File: config.mk
export PLATFORM = sky130hd
export DESIGN_NAME = skt_cell
export DESIGN_NICKNAME = d
export VERILOG_FILES = /design/src/sv/skt_pkg.sv /design/src/sv/skt_cell.sv
export SDC_FILE = /design/constraint.sdc
export NUM_CORES = 1
export LEC_CHECK = 0
export ABC_AREA = 1
export BUFFER_PORTS_ARGS = -buffer_cell sky130_fd_sc_hd__buf_4
export CORE_MARGIN = 10
export CORE_UTILIZATION = 46
export DETAILED_ROUTE_END_ITERATION = 8
export PLACE_DENSITY = 0.8
export SYNTH_ARGS = -nofsm -noshare
export SYNTH_HDL_FRONTEND = slang
export SYNTH_SLANG_ARGS = --single-unit
File: constraint.sdc
create_clock -name clk -period 3.6 [get_ports clk]
set_input_delay 0.54 -clock clk [delete_from_list [all_inputs] [get_ports clk]]
set_output_delay 0.54 -clock clk [all_outputs]
set_load 0.1 [all_outputs]
File: src/sv/skt_pkg.sv
// ============================================================================
// skt_pkg: shared types and codes for the sorted key table
// Request and response transfer formats, request kinds, status codes and the
// control bundle that the table broadcasts to its row of key cells.
// ============================================================================
package skt_pkg;

    // Request kinds.
    localparam logic [2:0] REQ_INSERT = 3'd0;
    localparam logic [2:0] REQ_DELETE = 3'd1;
    localparam logic [2:0] REQ_LOOKUP = 3'd2;
    localparam logic [2:0] REQ_CLEAR  = 3'd3;
    localparam logic [2:0] REQ_REWIND = 3'd4;
    localparam logic [2:0] REQ_NEXT   = 3'd5;

    // Result status codes.
    localparam logic [1:0] ST_OK      = 2'd0;
    localparam logic [1:0] ST_FULL    = 2'd1;
    localparam logic [1:0] ST_MISSING = 2'd2;
    localparam logic [1:0] ST_END     = 2'd3;

    // One request transfer.
    typedef struct packed {
        logic [2:0]  req_type;
        logic [31:0] key;
    } req_t;

    // One response transfer.
    typedef struct packed {
        logic [31:0] item_out;
        logic        found;
        logic [1:0]  status;
        logic [6:0]  count;
        logic        full_res;
    } rsp_t;

    // Update controls broadcast to every cell.
    typedef struct packed {
        logic ins_en;
        logic del_en;
    } cell_ctrl_t;

endpackage

File: src/sv/skt_cell.sv
// ============================================================================
// skt_cell: one entry of the sorted key table
// Holds one key, compares it against the broadcast request key, and on an
// insert takes the request key or the left neighbor's, on delete the right's.
// ============================================================================
module skt_cell
    import skt_pkg::*;
#(
    parameter int KEY_BITS = 32
)
(
    input  logic                clk,
    input  cell_ctrl_t          ctrl,
    input  logic [KEY_BITS-1:0] req_key,
    input  logic                valid,
    input  logic                prev_lt,
    input  logic [KEY_BITS-1:0] prev_key,
    input  logic [KEY_BITS-1:0] next_key,
    output logic                lt,
    output logic                hit,
    output logic [KEY_BITS-1:0] key
);

    logic [KEY_BITS-1:0] key_reg;
    logic [KEY_BITS-1:0] key_next;

    // Compare the stored key; entries past the count never match.
    assign lt  = valid && (key_reg < req_key);
    assign hit = valid && !lt && prev_lt && (key_reg == req_key);
    assign key = key_reg;

    // Entries at or after the insert point shift up; at or after the
    // deleted entry they shift down.
    always_comb
    begin
        key_next = key_reg;
        if (ctrl.ins_en && !lt)
        begin
            key_next = prev_lt ? req_key : prev_key;
        end
        else if (ctrl.del_en && !lt)
        begin
            key_next = next_key;
        end
    end

    always_ff @(posedge clk)
    begin
        key_reg <= key_next;
    end

endmodule

# After elaboration in Yosys (flattened, before gate mapping)
# Index checks and enable logic that the tools add are counted.
# totals
register_bits	32
latch_bits	0
mem_bits_rw	0
mem_bits_ro	0
inputBits	101
out_inout_bits	34
wordCells	14
mem_count	0
# op_classes
n_addsub	0
mul	0
div	0
n_lt_le_gt_ge	1
n_eq_ne	1
shift	0
n_mux	3
bitwise_logic	0
reduce_logical	8
# ops
op	n
$mux 32	3
$eq 32x32->1	1
$lt 32x32->1	1
$logic_and 1x1->1	6
$reduce_bool 2->1	1
$logic_not 1->1	1

# Logic depth before layout (Yosys ltp)
# logic_depth
word_depth	6
mapped_depth	17
mapped_depth_nobuf	16

# Least setup slack after synthesis
# Ideal clock, no wire load.
# synth_timing
path_kind	reg2reg
from	register key_reg[31] (netlist: key[31])
to	register key_reg[0] (netlist: key[0]) (enable)
setup_time_ns	0.421
arrival_ns	3.834
slack_ns	-0.655
stages_incl_launch_ff	11
n_path_buf	0
cell_sequence	edfxtp_1 ha_1 nand2_1 inv_1 nand3_1 nor3_2 and2b_1 nand2_2 nand3_4 inv_1 nor2_1
# synth_via
elab_chain_len	5
word_cells_on_any_way	6
classes_between	order compare: 1; reduce/logical: 5
# synth_lines
element	line_no	text
start: declaration	skt_cell.sv:24	logic [KEY_BITS-1:0] key_reg;
start signal: assignment	skt_cell.sv:49	key_reg <= key_next;
$lt 32x32->1 *	skt_cell.sv:28	assign lt = valid && (key_reg < req_key);
$logic_and 1x1->1 *	skt_cell.sv:28	
named net lt	skt_cell.sv:19	output logic lt,
$logic_not 1->1 *	skt_cell.sv:37, skt_cell.sv:41	
$logic_and 1x1->1 (on tied branches)	skt_cell.sv:37, skt_cell.sv:41	
$reduce_bool 2->1 (no line) *	-	
# Mark *: on every way through the listed nets, which the timed path passes. The rest lies on a longest branch.
# A chain may end at the register's enable or synchronous reset.

# Worst setup path after layout
# layout_timing
from	register key_reg[31] (netlist: key[31])
to	output port lt
# layout_via
elab_chain_len	2
# layout_lines
element	line_no
$lt 32x32->1	skt_cell.sv:28
$logic_and 1x1->1	skt_cell.sv:28
end: declaration	skt_cell.sv:19
# No other way between the ends.

==> flow_summary.json <==
{
  "cp_slowest_cell": "edfxtp_1",
  "whs_path_depth": 3,
  "drt-initial-drc-count": 169,
  "drtAntennaViolNets": 0,
  "die_y_um": 95.9,
  "critPathMaxFanout": 34,
  "dp.final_hpwl_mm": 6.59,
  "arrival_ns": 2.53,
  "layout_commonest_cell": "buf_4",
  "start_util": 0.478,
  "tns_ns": 0,
  "r2r_start": "key[31]",
  "clock_path_buffers": 2,
  "yosys_register_bits": 32,
  "gp_congestion": 0.825,
  "peakVddDrop_uv": 268,
  "synth_area_mm2": 0.00265,
  "fin_crit_ns": 3.07,
  "finalHoldViolCount": 0,
  "largest_reg_flops": 32,
  "overflow": 0,
  "placed_cells": 545,
  "syn_nets": 487,
  "critPathRequiredTime_ns": 3.06,
  "cp_cell_sequence": "ha_1 > nand2_1 > inv_1 > nand3_1 > inv_1 > nand2_1 > nand2_1 > a21oi_2 > nand3_4 > inv_1 > buf_4",
  "cts_tree": "built",
  "hp-class": "input port to register",
  "finalSetupViolCount": 0,
  "grt_pass1_vias": 2805,
  "post_cts_buffers": 0,
  "path_depth": 11,
  "leakage_nw": 2.05,
  "synth_area_per_cell_um2": 7.48,
  "slowest_delay_ns": 0.42,
  "max_freq_ghz": 0.325,
  "area_growth_pct": 41.9,
  "postCtsHoldBufs": 0,
  "worstMarginPinSlew_ns": 0.907,
  "maxCapViolations": 0,
  "die-width_um": 95.9,
  "drive_gt1_frac": 0.306,
  "relSlewSlack": 0.396,
  "port_buffers": 134,
  "die_area_mm2": 0.00919,
  "slew_violations": 0,
  "min_from": "next_key[25]",
  "yosys.area.top_type_share": 0.363,
  "path_buf_inv": 4,
  "finalClockSkew_ns": 0.00340,
  "grt_usage": 0.180,
  "route.detailed.drc": 0,
  "worst-r2r-cell-count": 11,
  "antenna_found_initial": 0,
  "wl_per_cell_um": 15.2,
  "nets": 613,
  "power_density_mw_per_mm2": 448,
  "totalWireLength_mm": 8.40,
  "critPathLaunch": "key[31]",
  "grt_pass1_wl_mm": 13.2,
  "clk_latency_ns": 0.28,
  "fin_crit_sh": 0.854,
  "netlist_instances": 354,
  "yosys_warnings": 0,
  "critical-path-top-delay-family": "simple AND/OR/NAND/NOR gates",
  "cts-htree-levels": 2,
  "synth_cell_types": 24,
  "clock-root-buffer": "clkbuf_8",
  "stdcell_count": 553,
  "numCtsBuffers": 5,
  "core_area_mm2": 0.00554,
  "num_vias": 2724,
  "pin_count": 135,
  "row_count": 27,
  "vias_per_cell": 4.93,
  "cp-start-kind": "register",
  "cts_sinks": 32,
  "synth_area_leaders": "edfxtp_1 (36%), nand2_1 (18%), ha_1 (15%), nand3_1 (6.4%), inv_1 (6.0%)",
  "synth_seq_area_share": 0.363,
  "layout_common_cells": "buf_4 (134), nand2_1 (129), inv_1 (42), nand3_1 (34)",
  "end_kind": "output port",
  "synth.largest_area_cell": "edfxtp_1",
  "diodes": 0,
  "first_pass_iters": 4,
  "status": "finished clean",
  "grt_max_degree": 64,
  "path_class": "register to output port",
  "clkTransAtPathRegs_ns": 0.07,
  "cts_resized": 0,
  "rsz0062_at_grt": "no"
}
## per-stage QoR
| step | power (mW) | worst slack, ns | hold WS (ns) | util | instance area (um^2) |
|---|---|---|---|---|---|
| floorplan | 1.19 | 0.215 | 0.719 | - | 2660 |
| global placement | 1.41 | 0.613 | 0.803 | 0.664 | 3680 |
| detailed placement | 1.43 | 0.539 | 0.808 | 0.664 | 3680 |
| CTS | 1.69 | 0.499 | 0.509 | 0.678 | 3760 |
| global route | 1.78 | 0.277 | 0.508 | 0.678 | 3760 |
| finish | 1.68 | 0.526 | 0.519 | 0.678 | 3760 |
## path summary, 6_finish.rpt
path	to	slack, ns
max	lt	0.53
min	key[25]	0.52
max reg2reg	key[13]	0.79
min reg2reg	key[23]	1.38
## cell usage after synthesis (all sizes together)
cell type and n:
a21o 1, clkbuf 10, a21oi 14, and2b 1, ha 32, buf 6, nor4 1, o21ai 33
inv 43, o21a 2, nor2 7, nand4 4, nand2 131, edfxtp 32, nor3 2, nand3 35
## logic make-up after synthesis
family | synth area share
AND/OR/NAND/NOR | 0.291
buffers and inverters | 0.0964
AO/OA/AOI/OAI | 0.0988
adder cells (fa/ha/maj) | 0.151
flip-flops | 0.363
## worst register-to-register path, stage by stage, from the launching register on
cell      delay [ns]
edfxtp_1        0.42
ha_1            0.32
nand2_1         0.07
inv_1           0.05
nand3_1         0.10
nor3_2          0.19
and2b_1         0.19
nand2_2         0.08
nand3_4         0.31
inv_1           0.16
nor2_4          0.38
buf_12          0.24
## cell type report
class / instances / area, um^2
Tap cell: 72 / 90.1
Multi-Input combinational cell: 263 / 1440
Clock inverter: 1 / 3.75
Clock buffer: 7 / 76.3
Sequential cell: 32 / 961
Fill cell: 488 / 1780
Inverter: 43 / 161
Timing Repair Buffer: 135 / 1030
## layer usage
metal  global-route usage  routed length (um)
met5                    0                   0
met3               0.0475                 693
met2                0.307                4180
met1                0.212                3370
met4               0.0663                 148
## power breakdown
part           switching [mW]  internal (mW)  total, mW
registers              0.0330          0.489      0.522
logic                   0.650          0.245      0.895
clock network           0.132          0.135      0.266
No activity file was read; power rests on OpenSTA's default activity.
